File: src/gdet_pkg.sv
// shared constants, codes and types of the dual ema tracker
// no dependencies
package gdet_pkg;

    localparam int DAY_W    = 16;
    localparam int VAL_W    = 16;
    localparam int OFF_W    = 17;
    localparam int DELTA_W  = 17;
    localparam int RATE_W   = 20;
    localparam int AVG_W    = 24;
    localparam int STAT_W   = 2;
    localparam int GAIN_W   = 16;
    localparam int DIV_W    = 24;
    localparam int S_DATA_W = 32;
    localparam int M_DATA_W = 104;
    localparam int M_USER_W = 2;
    localparam int CFG_IDX_W = 2;

    localparam int MAX_GAP_DEF = 255;

    localparam logic [GAIN_W-1:0] SHORT_GAIN_RST = 16'd16384;
    localparam logic [GAIN_W-1:0] LONG_GAIN_RST  = 16'd4228;

    // register indexes on the config port
    localparam logic [CFG_IDX_W-1:0] REG_SHORT_GAIN = 2'd0;
    localparam logic [CFG_IDX_W-1:0] REG_LONG_GAIN  = 2'd1;

    // result status codes
    localparam logic [STAT_W-1:0] STAT_NORMAL = 2'd0;
    localparam logic [STAT_W-1:0] STAT_FIRST  = 2'd1;
    localparam logic [STAT_W-1:0] STAT_NOPOS  = 2'd2;
    localparam logic [STAT_W-1:0] STAT_CLAMP  = 2'd3;

    // which average a multiply request belongs to
    localparam logic TAG_FAST = 1'b0;
    localparam logic TAG_SLOW = 1'b1;

    typedef struct packed {
        logic              valid;
        logic              tag;
        logic [AVG_W-1:0]  avg;
        logic [AVG_W-1:0]  value;
        logic [GAIN_W-1:0] gain;
    } mul_req_t;

    typedef struct packed {
        logic             valid;
        logic             tag;
        logic [AVG_W-1:0] result;
    } mul_rsp_t;

endpackage

File: src/gap_filled_dual_ema_tracker_core.sv
// top level of the gap-filled dual ema tracker: sequencer, state and stream ports
// depends on gdet_pkg, gdet_div and gdet_ema_mul
//
// Takes dated samples (day number, value in 0.01 units) one transfer at a time and
// returns one result transfer per sample. The first sample after reset sets the day
// origin and seeds both averages (status first). A later sample reports its day
// offset, its change from the previous sample and the weekly rate change*7/gap
// truncated toward zero, then steps the fast and slow averages once per elapsed day
// on linearly interpolated values; averages carry 8 fraction bits. A gap of zero or
// less holds the averages and reports rate 0; a gap above MAX_GAP is clamped to
// MAX_GAP and flagged. A first sample or a non-positive gap goes from setup straight
// to the output; otherwise the serial divider is used twice (rate, then the per-day
// interpolation increment), followed by the per-day walk through the shared
// three-stage multiply unit, fast average then slow average. s_tready is high only
// while the sequencer is idle; a finished result sits in the output register, so the
// next sample may be taken while it waits. Gains are to be written by the user on
// the config port only while the block is idle; the block itself does not enforce
// this. Writes to indexes beyond the two gains are dropped.
module gap_filled_dual_ema_tracker_core #(
    parameter int MAX_GAP = gdet_pkg::MAX_GAP_DEF
) (
    input  logic                            aclk,
    input  logic                            aresetn,
    // config write port
    input  logic                            cfg_wr_en,
    input  logic [gdet_pkg::CFG_IDX_W-1:0]  cfg_wr_index,
    input  logic [gdet_pkg::GAIN_W-1:0]     cfg_wr_data,
    // sample stream in
    input  logic                            s_tvalid,
    output logic                            s_tready,
    input  logic [gdet_pkg::S_DATA_W-1:0]   s_tdata,  // day_number[15:0], sample_value[31:16]
    // result stream out
    output logic                            m_tvalid,
    input  logic                            m_tready,
    output logic [gdet_pkg::M_DATA_W-1:0]   m_tdata,  // day_offset[16:0], delta[33:17],
                                                      // weekly_rate[53:34],
                                                      // fast_average[77:54],
                                                      // slow_average[101:78], zero pad
    output logic [gdet_pkg::M_USER_W-1:0]   m_tuser   // status[1:0]
);

    import gdet_pkg::*;

    // step counter and divisor width follow from the clamp limit
    localparam int GAP_W = $clog2(MAX_GAP + 1);
    localparam logic [DAY_W-1:0] MAX_GAP_V = DAY_W'(MAX_GAP);

    // sequencer codes
    localparam logic [3:0] S_IDLE      = 4'd0;
    localparam logic [3:0] S_SETUP     = 4'd1;
    localparam logic [3:0] S_DIV_RATE  = 4'd2;
    localparam logic [3:0] S_RATE_WAIT = 4'd3;
    localparam logic [3:0] S_DIV_STEP  = 4'd4;
    localparam logic [3:0] S_STEP_WAIT = 4'd5;
    localparam logic [3:0] S_INTERP    = 4'd6;
    localparam logic [3:0] S_VALUE     = 4'd7;
    localparam logic [3:0] S_ISSUE_F   = 4'd8;
    localparam logic [3:0] S_ISSUE_S   = 4'd9;
    localparam logic [3:0] S_EMA_WAIT  = 4'd10;
    localparam logic [3:0] S_OUT       = 4'd11;

    logic [3:0] state_reg, state_next;

    // config registers
    logic [GAIN_W-1:0] short_gain_reg, long_gain_reg;

    // tracker state
    logic             seen_first_reg;
    logic [DAY_W-1:0] origin_day_reg;
    logic [DAY_W-1:0] last_day_reg;
    logic [VAL_W-1:0] last_value_reg;
    logic [AVG_W-1:0] fast_reg;
    logic [AVG_W-1:0] slow_reg;

    // captured sample
    logic [DAY_W-1:0] day_reg;
    logic [VAL_W-1:0] val_reg;

    // per-sample working registers
    logic [OFF_W-1:0]   off_reg;
    logic [DELTA_W-1:0] delta_reg;
    logic [RATE_W-1:0]  rate_reg;
    logic [STAT_W-1:0]  status_reg;
    logic               neg_reg;
    logic [VAL_W-1:0]   abs_delta_reg;
    logic [AVG_W-1:0]   base_reg;
    logic [GAP_W-1:0]   g_reg;
    logic [GAP_W-1:0]   step_cnt_reg;
    logic [DIV_W-1:0]   qstep_reg;
    logic [GAP_W-1:0]   rstep_reg;
    logic [DIV_W-1:0]   qacc_reg;
    logic [GAP_W-1:0]   racc_reg;
    logic [AVG_W-1:0]   v_reg;

    // output register
    logic               m_valid_reg;
    logic [OFF_W-1:0]   m_off_reg;
    logic [DELTA_W-1:0] m_delta_reg;
    logic [RATE_W-1:0]  m_rate_reg;
    logic [AVG_W-1:0]   m_fast_reg;
    logic [AVG_W-1:0]   m_slow_reg;
    logic [STAT_W-1:0]  m_status_reg;

    // setup arithmetic on the captured sample
    logic signed [DAY_W:0] gap_s;
    logic [DELTA_W-1:0]    delta_s;
    logic [DELTA_W-1:0]    delta_neg;
    logic [OFF_W-1:0]      off_s;
    logic                  gap_pos;
    logic                  gap_clamp;

    assign gap_s     = $signed({1'b0, day_reg}) - $signed({1'b0, last_day_reg});
    assign delta_s   = {1'b0, val_reg} - {1'b0, last_value_reg};
    assign delta_neg = -delta_s;
    assign off_s     = {1'b0, day_reg} - {1'b0, origin_day_reg};
    assign gap_pos   = !gap_s[DAY_W] && (gap_s[DAY_W-1:0] != '0);
    assign gap_clamp = gap_pos && (gap_s[DAY_W-1:0] > MAX_GAP_V);

    // interpolation increment: running quotient and remainder of |delta|*256*i/g
    logic [GAP_W:0]   r_sum;
    logic             r_wrap;
    logic [GAP_W:0]   r_sub;
    logic [DIV_W-1:0] q_new;

    assign r_sum  = {1'b0, racc_reg} + {1'b0, rstep_reg};
    assign r_wrap = r_sum >= {1'b0, g_reg};
    assign r_sub  = r_sum - {1'b0, g_reg};
    assign q_new  = qacc_reg + qstep_reg + DIV_W'(r_wrap);

    // interpolated value, truncated toward zero by working on magnitudes
    logic signed [AVG_W+1:0] q_ext;
    logic signed [AVG_W+1:0] v_sum;

    assign q_ext = $signed({2'b00, qacc_reg});
    assign v_sum = $signed({2'b00, base_reg}) + (neg_reg ? -q_ext : q_ext);

    // rate from the divider quotient
    logic [RATE_W-1:0] rate_mag;
    assign rate_mag = div_quotient[RATE_W-1:0];

    // shared serial divider
    logic             div_start;
    logic [DIV_W-1:0] div_dividend;
    logic             div_done;
    logic [DIV_W-1:0] div_quotient;
    logic [GAP_W-1:0] div_remainder;

    assign div_start    = (state_reg == S_DIV_RATE) || (state_reg == S_DIV_STEP);
    assign div_dividend = (state_reg == S_DIV_STEP) ? {abs_delta_reg, 8'h00}
                                                    : {8'h00, abs_delta_reg} * 24'd7;

    gdet_div #(
        .DVD_W (DIV_W),
        .DVS_W (GAP_W)
    ) u_div (
        .aclk      (aclk),
        .aresetn   (aresetn),
        .start     (div_start),
        .dividend  (div_dividend),
        .divisor   (g_reg),
        .done      (div_done),
        .quotient  (div_quotient),
        .remainder (div_remainder)
    );

    // shared ema multiply unit, fast request then slow request each day
    mul_req_t mul_req;
    mul_rsp_t mul_rsp;

    always_comb begin
        mul_req.valid = (state_reg == S_ISSUE_F) || (state_reg == S_ISSUE_S);
        mul_req.tag   = (state_reg == S_ISSUE_S) ? TAG_SLOW : TAG_FAST;
        mul_req.avg   = (state_reg == S_ISSUE_S) ? slow_reg : fast_reg;
        mul_req.gain  = (state_reg == S_ISSUE_S) ? long_gain_reg : short_gain_reg;
        mul_req.value = v_reg;
    end

    gdet_ema_mul u_mul (
        .aclk    (aclk),
        .aresetn (aresetn),
        .req     (mul_req),
        .rsp     (mul_rsp)
    );

    // output slot is free when empty or being emptied this cycle
    logic out_free;
    assign out_free = !m_valid_reg || m_tready;

    // sequencer
    always_comb begin
        state_next = state_reg;
        unique case (state_reg)
            S_IDLE: begin
                if (s_tvalid) state_next = S_SETUP;
            end
            S_SETUP: begin
                if (!seen_first_reg || !gap_pos) state_next = S_OUT;
                else state_next = S_DIV_RATE;
            end
            S_DIV_RATE:  state_next = S_RATE_WAIT;
            S_RATE_WAIT: begin
                if (div_done) state_next = S_DIV_STEP;
            end
            S_DIV_STEP:  state_next = S_STEP_WAIT;
            S_STEP_WAIT: begin
                if (div_done) state_next = S_INTERP;
            end
            S_INTERP:    state_next = S_VALUE;
            S_VALUE:     state_next = S_ISSUE_F;
            S_ISSUE_F:   state_next = S_ISSUE_S;
            S_ISSUE_S:   state_next = S_EMA_WAIT;
            S_EMA_WAIT: begin
                // the slow result is the last of the day
                if (mul_rsp.valid && (mul_rsp.tag == TAG_SLOW)) begin
                    if (step_cnt_reg == g_reg) state_next = S_OUT;
                    else state_next = S_INTERP;
                end
            end
            S_OUT: begin
                if (out_free) state_next = S_IDLE;
            end
            default: state_next = S_IDLE;
        endcase
    end

    // control registers
    always_ff @(posedge aclk) begin
        if (!aresetn) begin
            state_reg      <= S_IDLE;
            seen_first_reg <= 1'b0;
            m_valid_reg    <= 1'b0;
            short_gain_reg <= SHORT_GAIN_RST;
            long_gain_reg  <= LONG_GAIN_RST;
        end else begin
            state_reg <= state_next;
            if (state_reg == S_SETUP) seen_first_reg <= 1'b1;
            if (m_valid_reg && m_tready) m_valid_reg <= 1'b0;
            if ((state_reg == S_OUT) && out_free) m_valid_reg <= 1'b1;
            if (cfg_wr_en) begin
                case (cfg_wr_index)
                    REG_SHORT_GAIN: short_gain_reg <= cfg_wr_data;
                    REG_LONG_GAIN:  long_gain_reg  <= cfg_wr_data;
                    default: ;
                endcase
            end
        end
    end

    // tracker state: reset values matter only before the first sample
    always_ff @(posedge aclk) begin
        if (!aresetn) begin
            origin_day_reg <= '0;
            last_day_reg   <= '0;
            last_value_reg <= '0;
            fast_reg       <= '0;
            slow_reg       <= '0;
        end else begin
            if (state_reg == S_SETUP) begin
                last_day_reg   <= day_reg;
                last_value_reg <= val_reg;
                if (!seen_first_reg) begin
                    origin_day_reg <= day_reg;
                    fast_reg       <= {val_reg, 8'h00};
                    slow_reg       <= {val_reg, 8'h00};
                end
            end
            if (mul_rsp.valid) begin
                if (mul_rsp.tag == TAG_SLOW) slow_reg <= mul_rsp.result;
                else fast_reg <= mul_rsp.result;
            end
        end
    end

    // datapath registers
    always_ff @(posedge aclk) begin
        if ((state_reg == S_IDLE) && s_tvalid) begin
            day_reg <= s_tdata[DAY_W-1:0];
            val_reg <= s_tdata[DAY_W+VAL_W-1:DAY_W];
        end

        unique case (state_reg)
            S_SETUP: begin
                base_reg <= {last_value_reg, 8'h00};
                neg_reg  <= delta_s[DELTA_W-1];
                abs_delta_reg <= delta_s[DELTA_W-1] ? delta_neg[VAL_W-1:0]
                                                    : delta_s[VAL_W-1:0];
                g_reg <= gap_clamp ? GAP_W'(MAX_GAP) : gap_s[GAP_W-1:0];
                rate_reg <= '0;
                if (!seen_first_reg) begin
                    off_reg    <= '0;
                    delta_reg  <= '0;
                    status_reg <= STAT_FIRST;
                end else begin
                    off_reg   <= off_s;
                    delta_reg <= delta_s;
                    if (!gap_pos) status_reg <= STAT_NOPOS;
                    else if (gap_clamp) status_reg <= STAT_CLAMP;
                    else status_reg <= STAT_NORMAL;
                end
            end
            S_RATE_WAIT: begin
                if (div_done) rate_reg <= neg_reg ? -rate_mag : rate_mag;
            end
            S_STEP_WAIT: begin
                if (div_done) begin
                    qstep_reg    <= div_quotient;
                    rstep_reg    <= div_remainder;
                    qacc_reg     <= '0;
                    racc_reg     <= '0;
                    step_cnt_reg <= '0;
                end
            end
            S_INTERP: begin
                qacc_reg     <= q_new;
                racc_reg     <= r_wrap ? r_sub[GAP_W-1:0] : r_sum[GAP_W-1:0];
                step_cnt_reg <= step_cnt_reg + 1'b1;
            end
            S_VALUE: begin
                v_reg <= v_sum[AVG_W-1:0];
            end
            default: ;
        endcase

        if ((state_reg == S_OUT) && out_free) begin
            m_off_reg    <= off_reg;
            m_delta_reg  <= delta_reg;
            m_rate_reg   <= rate_reg;
            m_fast_reg   <= fast_reg;
            m_slow_reg   <= slow_reg;
            m_status_reg <= status_reg;
        end
    end

    assign s_tready = (state_reg == S_IDLE);
    assign m_tvalid = m_valid_reg;
    assign m_tdata  = {2'b00, m_slow_reg, m_fast_reg, m_rate_reg, m_delta_reg, m_off_reg};
    assign m_tuser  = m_status_reg;

endmodule

File: src/gdet_div.sv
// serial restoring divider, one quotient bit per cycle
// depends on nothing but its parameters
module gdet_div #(
    parameter int DVD_W = 24,
    parameter int DVS_W = 8
) (
    input  logic             aclk,
    input  logic             aresetn,
    input  logic             start,
    input  logic [DVD_W-1:0] dividend,
    input  logic [DVS_W-1:0] divisor,
    output logic             done,
    output logic [DVD_W-1:0] quotient,
    output logic [DVS_W-1:0] remainder
);

    localparam int CNT_W = $clog2(DVD_W + 1);

    logic             busy_reg, busy_next;
    logic             done_reg, done_next;
    logic [CNT_W-1:0] cnt_reg, cnt_next;
    logic [DVD_W-1:0] quo_reg, quo_next;
    logic [DVS_W-1:0] rem_reg, rem_next;
    logic [DVS_W-1:0] dvs_reg, dvs_next;

    logic [DVS_W:0] trial;
    logic [DVS_W:0] trial_sub;
    logic           fits;

    assign trial     = {rem_reg, quo_reg[DVD_W-1]};
    assign fits      = trial >= {1'b0, dvs_reg};
    assign trial_sub = trial - {1'b0, dvs_reg};

    always_comb begin
        busy_next = busy_reg;
        done_next = 1'b0;
        cnt_next  = cnt_reg;
        quo_next  = quo_reg;
        rem_next  = rem_reg;
        dvs_next  = dvs_reg;
        if (start) begin
            busy_next = 1'b1;
            cnt_next  = CNT_W'(DVD_W);
            quo_next  = dividend;
            rem_next  = '0;
            dvs_next  = divisor;
        end else if (busy_reg) begin
            quo_next = {quo_reg[DVD_W-2:0], fits};
            rem_next = fits ? trial_sub[DVS_W-1:0] : trial[DVS_W-1:0];
            cnt_next = cnt_reg - 1'b1;
            if (cnt_reg == CNT_W'(1)) begin
                busy_next = 1'b0;
                done_next = 1'b1;
            end
        end
    end

    always_ff @(posedge aclk) begin
        if (!aresetn) begin
            busy_reg <= 1'b0;
            done_reg <= 1'b0;
            cnt_reg  <= '0;
        end else begin
            busy_reg <= busy_next;
            done_reg <= done_next;
            cnt_reg  <= cnt_next;
        end
        quo_reg <= quo_next;
        rem_reg <= rem_next;
        dvs_reg <= dvs_next;
    end

    assign done      = done_reg;
    assign quotient  = quo_reg;
    assign remainder = rem_reg;

endmodule

File: src/gdet_ema_mul.sv
// shared three-stage ema update: avg + ((value - avg) * gain + half) >>> 16
// depends on gdet_pkg
module gdet_ema_mul (
    input  logic              aclk,
    input  logic              aresetn,
    input  gdet_pkg::mul_req_t req,
    output gdet_pkg::mul_rsp_t rsp
);

    import gdet_pkg::*;

    localparam int DIFF_W = AVG_W + 1;
    localparam int PROD_W = DIFF_W + GAIN_W + 1;
    localparam int SUM_W  = AVG_W + 2;

    // stage 1: difference
    logic                     s1_valid_reg;
    logic                     s1_tag_reg;
    logic [AVG_W-1:0]         s1_avg_reg;
    logic signed [DIFF_W-1:0] s1_diff_reg;
    logic [GAIN_W-1:0]        s1_gain_reg;

    // stage 2: product
    logic                     s2_valid_reg;
    logic                     s2_tag_reg;
    logic [AVG_W-1:0]         s2_avg_reg;
    logic signed [PROD_W-1:0] s2_prod_reg;

    // stage 3: rounded sum
    mul_rsp_t rsp_reg;

    logic signed [PROD_W-1:0] rounded;
    logic signed [PROD_W-1:0] shifted;
    logic signed [SUM_W-1:0]  sum;

    assign rounded = s2_prod_reg + PROD_W'(32768);
    assign shifted = rounded >>> 16;
    assign sum     = $signed({2'b00, s2_avg_reg}) + shifted[SUM_W-1:0];

    always_ff @(posedge aclk) begin
        if (!aresetn) begin
            s1_valid_reg  <= 1'b0;
            s2_valid_reg  <= 1'b0;
            rsp_reg.valid <= 1'b0;
        end else begin
            s1_valid_reg  <= req.valid;
            s2_valid_reg  <= s1_valid_reg;
            rsp_reg.valid <= s2_valid_reg;
        end
        s1_tag_reg  <= req.tag;
        s1_avg_reg  <= req.avg;
        s1_gain_reg <= req.gain;
        s1_diff_reg <= $signed({1'b0, req.value}) - $signed({1'b0, req.avg});

        s2_tag_reg  <= s1_tag_reg;
        s2_avg_reg  <= s1_avg_reg;
        s2_prod_reg <= s1_diff_reg * $signed({1'b0, s1_gain_reg});

        rsp_reg.tag    <= s2_tag_reg;
        rsp_reg.result <= sum[AVG_W-1:0];
    end

    assign rsp = rsp_reg;

endmodule

File: config.mk
export PLATFORM = sky130hd
export DESIGN_NAME = gap_filled_dual_ema_tracker_core
export DESIGN_NICKNAME = d
export VERILOG_FILES = /design/src/gdet_pkg.sv /design/src/gap_filled_dual_ema_tracker_core.sv /design/src/gdet_div.sv /design/src/gdet_ema_mul.sv
export SDC_FILE = /design/constraint.sdc
export NUM_CORES = 2
export LEC_CHECK = 0
export ABC_AREA = 1
export BUFFER_PORTS_ARGS = -buffer_cell sky130_fd_sc_hd__buf_2
export CORE_MARGIN = 2
export CORE_UTILIZATION = 48
export CTS_CLUSTER_SIZE = 28
export DETAILED_ROUTE_END_ITERATION = 8
export HOLD_SLACK_MARGIN = 0.05
export SYNTH_ARGS = -nofsm -noshare
export SYNTH_HDL_FRONTEND = slang
export SYNTH_SLANG_ARGS = --single-unit
File: constraint.sdc
create_clock -name aclk -period 14.6 [get_ports aclk]
set_clock_uncertainty 0.2 [all_clocks]
set_input_delay 1.46 -clock aclk [delete_from_list [all_inputs] [get_ports aclk]]
set_output_delay 1.46 -clock aclk [all_outputs]
set_load 0.01 [all_outputs]
[Yosys cells after proc, flatten, opt, wreduce, memory -nomap -nowiden]
Cells that the tools add are included.
Operators by class
  $add $sub $neg: 17
  multipliers: 2
  div/mod/pow operators: 0
  order comparisons: 3
  equal/unequal tests: 19
  shifts and indexed selects: 0
  mux-type cells: 44
  bitwise logic cells: 3
  reductions and logical operators: 30
Operators with widths (number)
  2-to-1 mux 24 bit: 14
  adder 24 bit: 3
  subtractor 16 x 16 -> 17 bit: 3
  one-hot mux 24 bit (2 select lines): 1
  one-hot mux 4 bit (12 select lines): 1
  adder 40 x 17 -> 40 bit (second input constant): 1
  multiplier 25 x 17 -> 40 bit: 1
  2-to-1 mux 20 bit: 2
  one-hot mux 20 bit (2 select lines): 1
  2-to-1 mux 16 bit: 2
  one-hot mux 8 bit (2 select lines): 2
  2-to-1 mux 4 bit: 7
  subtractor 24 x 24 -> 25 bit: 1
  adder 24 x 1 -> 24 bit: 1
  2-to-1 mux 8 bit: 3
  negator 24 bit: 1
  negator 20 bit: 1
  multiplier 16 x 3 -> 19 bit (second input constant): 1
  greater-or-equal comparator 9 x 8 -> 1 bit: 2
  == test 4 x 3 -> 1 bit (second input constant): 4
  == test 4 bit (second input constant): 4
  > comparator 16 x 8 -> 1 bit (second input constant): 1
  negator 16 bit: 1
  nonzero test 16 bit: 1
  other kinds (25): 59
Word-level totals
  bits in registers: 669
  bits in latches: 0
  RAM bits: 0
  ROM bits: 0
  input bits: 55
  output and inout bits: 108
  memories: 0

[Longest topological paths before layout]
  depth in word-level cells: 7
  mapped depth: 30

[Modules after synthesis]
From an unflattened synthesis, not the netlist that was laid out.
Second synthesis, totals
  cells, all modules: 5589
  area, all modules: 47254.1 sq um
By module, submodules not included
  gap_filled_dual_ema_tracker_core: instances 1, cells each 2564, area an instance 23672.7 sq um, seq. area each 12562.0 sq um
  gdet_ema_mul: instances 1, cells each 2743, area an instance 21117.8 sq um, seq. area each 2882.8 sq um
  gdet_div: instances 1, cells each 282, area an instance 2463.6 sq um, seq. area each 1261.2 sq um

[Worst setup path after synthesis]
Ideal clock, no wire load.
  path kind: input-to-reg
  start point: input port m_tready
  end point: register m_delta_reg[0], enable pin
  arrival: 8.553 ns
  data required time: 13.706 ns
  setup slack: 5.152 ns
  stages: 2
  cell sequence: nor2_1 nor3_1
Between the ends
  word-level cells in the longest chain between the ends: 2
RTL lines
  start: declaration: line gap_filled_dual_ema_tracker_core.sv:34  | input logic m_tready,
  logical OR 1 bit: line gap_filled_dual_ema_tracker_core.sv:187  | assign out_free = !m_valid_reg || m_tready;
  logical AND 1 bit: line gap_filled_dual_ema_tracker_core.sv:324  | if ((state_reg == S_OUT) && out_free) begin
  end signal: assignment: line gap_filled_dual_ema_tracker_core.sv:326  | m_delta_reg <= delta_reg;
  end: declaration: line gap_filled_dual_ema_tracker_core.sv:98  | logic [DELTA_W-1:0] m_delta_reg;
No other way between the ends.
A chain may end at the register's enable or synchronous reset.

[Worst setup path after layout]
  start point: register u_mul.s1_gain_reg[2]
  end point: register u_mul.s2_prod_reg[36]
Between the ends
  word-level cells in the longest chain between the ends: 1
RTL lines
  start: declaration: line gdet_ema_mul.sv:21  | logic [GAIN_W-1:0] s1_gain_reg;
  start signal: assignment: line gdet_ema_mul.sv:52  | s1_gain_reg <= req.gain;
  multiplier 25 x 17 -> 40 bit: line gdet_ema_mul.sv:57  | s2_prod_reg <= s1_diff_reg * $signed({1'b0, s1_gain_reg});
  end signal: assignment: line gdet_ema_mul.sv:57
  end: declaration: line gdet_ema_mul.sv:27  | logic signed [PROD_W-1:0] s2_prod_reg;
No other way between the ends.

==> Implementation_results.wiki <==
{| class="wikitable"
! Metric !! Value
|-
| Synthesis Warnings || 0
|-
| H-Tree Depth || 3
|-
| TritonCTS Sinks || roughly 650
|-
| Result of the run || finished clean
|-
| Half-perimeter wire length of the detailed placement result || 90.6 mm
|-
| Gate count of the mapped netlist || 5194
|-
| Post-synth top area cell || sky130_fd_sc_hd__edfxtp_1
|-
| Full die area || slightly below 100000 µm²
|-
| Gp weighted congestion || around 0.96
|-
| Number of antenna violations at the first check in global routing || 0
|-
| Crit path required time || roughly 15 ns
|-
| Post-Syn Area per Cell || 8.82 µm²
|-
| Highest Clock Rate || roughly 150 MHz
|-
| Wire length reported by the detailed router || 116 mm
|-
| Post-synthesis register bit count || between 600 and 700
|-
| Number of flip-flops in the largest register || 26
|-
| Area growth from synthesis to layout || 9.29%
|-
| Critical-path maximum fanout || 25
|-
| Critical setup path kind || reg -> reg
|-
| TritonCTS clock tree || yes
|-
| Number of buffers inserted during clock tree synthesis || 69
|-
| Initial Utilization || 48.4%
|-
| Share of flip-flops with an asynchronous set or reset || 0%
|-
| Worst Max-Slew Pin Slew || ~1.2 ns
|-
| Maximum number of pins on one net before global-route repair || 108
|-
| Buffer type at the clock tree root || sky130_fd_sc_hd__clkbuf_16
|-
| Boundary pin count || ~160
|-
| Endpoints failing setup || 0
|-
| Leading register cell type out of synthesis || sky130_fd_sc_hd__edfxtp_1
|-
| Fraction of the yosys area taken by sequential cells || 36.5%
|-
| CTS clk-pin slew, worst paths || 0.06 ns
|-
| Overall global routing resource usage || about a quarter
|-
| Latest clock arrival within the worst-skew pair || 0.63 ns
|-
| Vias per inst || about 5.1
|-
| LEAKAGE || around 0.024 µW
|-
| Final hold slack || 0.120 ns
|-
| # diodes || 0
|-
| Number of detailed-route iterations in the first pass || 7
|-
| Net count of the finished layout || 6018
|-
| First-pass GRT wire length || 186 mm
|-
| Number of DRC violations after detailed-routing iteration 0 || around 2300
|-
| Core Region || ~95000 µm²
|-
| Total count of hold-check failures in the final report || 0
|-
| Sum Neg Setup Slack || 0 ns
|-
| Ranking of synthesized cells by area || sky130_fd_sc_hd__edfxtp_1 24%, sky130_fd_sc_hd__fa_1 18%, sky130_fd_sc_hd__dfxtp_1 13%
|-
| Vias in the first global route || 33919
|-
| Post-CTS Repair Setup Buffers || 0
|-
| Standard-cell row count || between 100 and 150
|-
| Drt wl/cell || 17.6 µm
|-
| Worst slew slack as a fraction of its limit || 18.7%
|-
| Die H || approximately 310 µm
|-
| Critical Path AT || 7.24 ns
|-
| PwrDens || around 260 nW/µm²
|-
| Buffer depth of the longest clock path || 3
|-
| Shortest period the worst path allows || a little under 7 ns
|-
| Number of port buffers || 160
|-
| Number of synthesized flops with an enable pin || 361
|-
| Mapped Area || 45800 µm²
|-
| Grt ovf || 0
|-
| Antenna Violating Nets Remaining || 0
|-
| Hold Crit Class || reg -> reg
|-
| Unrepaired setup endpoints after global routing || no
|-
| Share of the synthesized area in the top cell type || roughly a quarter
|-
| Count of cell types in the netlist || 63
|-
| Worst-case vdd ir drop || about 0.16 mV
|-
| Share of layout cells above drive strength 1 || approximately 7.5%
|-
| Reported max-cap violation count || 0
|-
| Hold buffer count at CTS || 0
|-
| Critical Path Source Type || flip-flop
|-
| Die X-Extent || between 300 and 400 µm
|-
| Type of element capturing the critical path || flip-flop
|-
| Drt drc || 0
|-
| Quantity of gates resized following cts || 0
|-
| Slew Viols, Final || 0
|-
| Detailed-route via count || ~34000
|-
| Share of the clock period used by the worst path || approximately 47%
|}
[cell type report]
cell class / count / area [µm²]
clock buffer: 93 / 1940
clock inverter: 33 / 360
fill: 8863 / 44700
inverter: 1054 / 3960
multi-input combinational: 3318 / 24500
sequential: 654 / 16700
tap: 1265 / 1580
timing repair buffer: 185 / 991
[cells by family after synthesis]
group | synth area share [%]
DFF | 36.5
other | 0.00819
AOI/OAI and AO/OA | 9.33
adders and majority gates | 25.2
xor gates and xnor gates | 3.73
buffers and inverters | 10.1
and+or+nand+nor | 15.2
[power by group]
part	leakage (µW)	switching (µW)	total [µW]	internal, µW
clock	0.00112	747	1800	1050
sequential	0.00583	555	3210	2650
combinational	0.0171	5060	7890	2830
total	0.0241	6360	12900	6530
[metrics by stage]
step | power [µW] | setup WS [ns] | util (%) | instance area (µm²) | instances
final | 12900 | 7.71 | 52.9 | 50100 | 6602
after global routing | 14200 | 7.33 | 52.9 | 50100 | 6602
after CTS | 13000 | 7.74 | 52.9 | 50100 | 6602
after detailed placement | 11000 | 7.79 | 50.4 | 47800 | 6476
after global placement | 11100 | 7.76 | 50.4 | 47800 | 6476
after floorplan | 8770 | 5.15 | - | 45800 | 5195
[per-layer routing]
metal	GRT usage, %	up-vias	share of wire (%)	wire [µm]
li1	-	16579	-	-
met1	32.6	16324	45	51800
met2	40.8	777	48	56200
met3	2.77	148	4.7	5410
met4	7.21	0	2.4	2760
met5	0	-	0	0
[placed cells by master (no fill, tap or decap), types with 6 or more instances in the layout]
cell type,Yosys,routed
sky130_fd_sc_hd__o21bai_1,11,11
sky130_fd_sc_hd__buf_2,7,159
sky130_fd_sc_hd__nand2_2,9,9
sky130_fd_sc_hd__nand4_1,31,31
sky130_fd_sc_hd__nor4_1,10,10
sky130_fd_sc_hd__buf_4,4,26
sky130_fd_sc_hd__clkinv_2,0,10
sky130_fd_sc_hd__o21a_1,15,15
sky130_fd_sc_hd__edfxtp_1,361,361
sky130_fd_sc_hd__a21o_1,18,18
sky130_fd_sc_hd__xor2_1,119,119
sky130_fd_sc_hd__nor2_2,7,10
sky130_fd_sc_hd__fa_1,404,404
sky130_fd_sc_hd__ha_1,277,277
sky130_fd_sc_hd__nor3_2,12,13
sky130_fd_sc_hd__o21ai_0,264,262
sky130_fd_sc_hd__o21ai_1,23,23
sky130_fd_sc_hd__o211ai_1,50,50
sky130_fd_sc_hd__nor3_1,52,51
sky130_fd_sc_hd__or2_2,29,29
sky130_fd_sc_hd__o31ai_1,9,9
sky130_fd_sc_hd__bufinv_16,0,6
sky130_fd_sc_hd__inv_1,1037,1037
sky130_fd_sc_hd__nor2_1,284,280
sky130_fd_sc_hd__clkbuf_1,151,16
sky130_fd_sc_hd__xnor2_1,61,61
sky130_fd_sc_hd__nand3_1,157,157
sky130_fd_sc_hd__clkbuf_16,0,73
sky130_fd_sc_hd__dfxtp_1,293,293
sky130_fd_sc_hd__a31oi_1,8,8
sky130_fd_sc_hd__clkinv_1,3,10
sky130_fd_sc_hd__nand2_1,1049,1049
sky130_fd_sc_hd__inv_2,14,14
sky130_fd_sc_hd__a21oi_1,349,349
[cells in the mapped netlist, drive strengths merged, types with 2 or more instances]
cell / n
a211oi: 2
a21boi: 3
a21o: 19
a21oi: 354
a221oi: 2
a31o: 2
a31oi: 8
and2: 3
and3: 2
buf: 18
clkbuf: 151
clkinv: 3
dfxtp: 293
edfxtp: 361
fa: 404
ha: 277
inv: 1051
nand2: 1058
nand3: 162
nand3b: 5
nand4: 31
nor2: 295
nor3: 64
nor3b: 4
nor4: 11
o211ai: 50
o21a: 15
o21ai: 290
o21bai: 11
o221ai: 3
o22ai: 5
o31ai: 9
o41ai: 2
or2: 32
xnor2: 64
xor2: 124
[path summary, 6_finish.rpt]
check | startpoint | endpoint | slack [ns] | cells after the start
setup reg to reg | u_mul.s1_gain_reg[2] | u_mul.s2_prod_reg[36] | 7.71 | 23
hold / removal | u_mul.s1_avg_reg[16] | u_mul.s2_avg_reg[16] | 0.12 | 0
setup / recovery | u_mul.s1_gain_reg[2] | u_mul.s2_prod_reg[36] | 7.71 | 23
hold reg to reg | u_mul.s1_avg_reg[16] | u_mul.s2_avg_reg[16] | 0.12 | 0
[worst max-delay path, stage by stage (launching register included)]
cell	delay [ns]
sky130_fd_sc_hd__dfxtp_1	1.05
sky130_fd_sc_hd__nand2_1	0.18
sky130_fd_sc_hd__fa_1	0.55
sky130_fd_sc_hd__fa_1	0.53
sky130_fd_sc_hd__fa_1	0.53
sky130_fd_sc_hd__inv_1	0.06
sky130_fd_sc_hd__fa_1	0.50
sky130_fd_sc_hd__fa_1	0.49
sky130_fd_sc_hd__inv_1	0.05
sky130_fd_sc_hd__fa_1	0.48
sky130_fd_sc_hd__inv_1	0.05
sky130_fd_sc_hd__ha_1	0.32
sky130_fd_sc_hd__nand2_1	0.08
sky130_fd_sc_hd__nor2_1	0.13
sky130_fd_sc_hd__inv_1	0.05
sky130_fd_sc_hd__o21bai_1	0.34
sky130_fd_sc_hd__o21bai_1	0.29
sky130_fd_sc_hd__nand3_1	0.13
sky130_fd_sc_hd__nand2_1	0.21
sky130_fd_sc_hd__nand2_1	0.08
sky130_fd_sc_hd__nand2_1	0.17
sky130_fd_sc_hd__nand2_1	0.09
sky130_fd_sc_hd__nand2_1	0.08
sky130_fd_sc_hd__xor2_1	0.15
(Power assumes the default switching activity.)
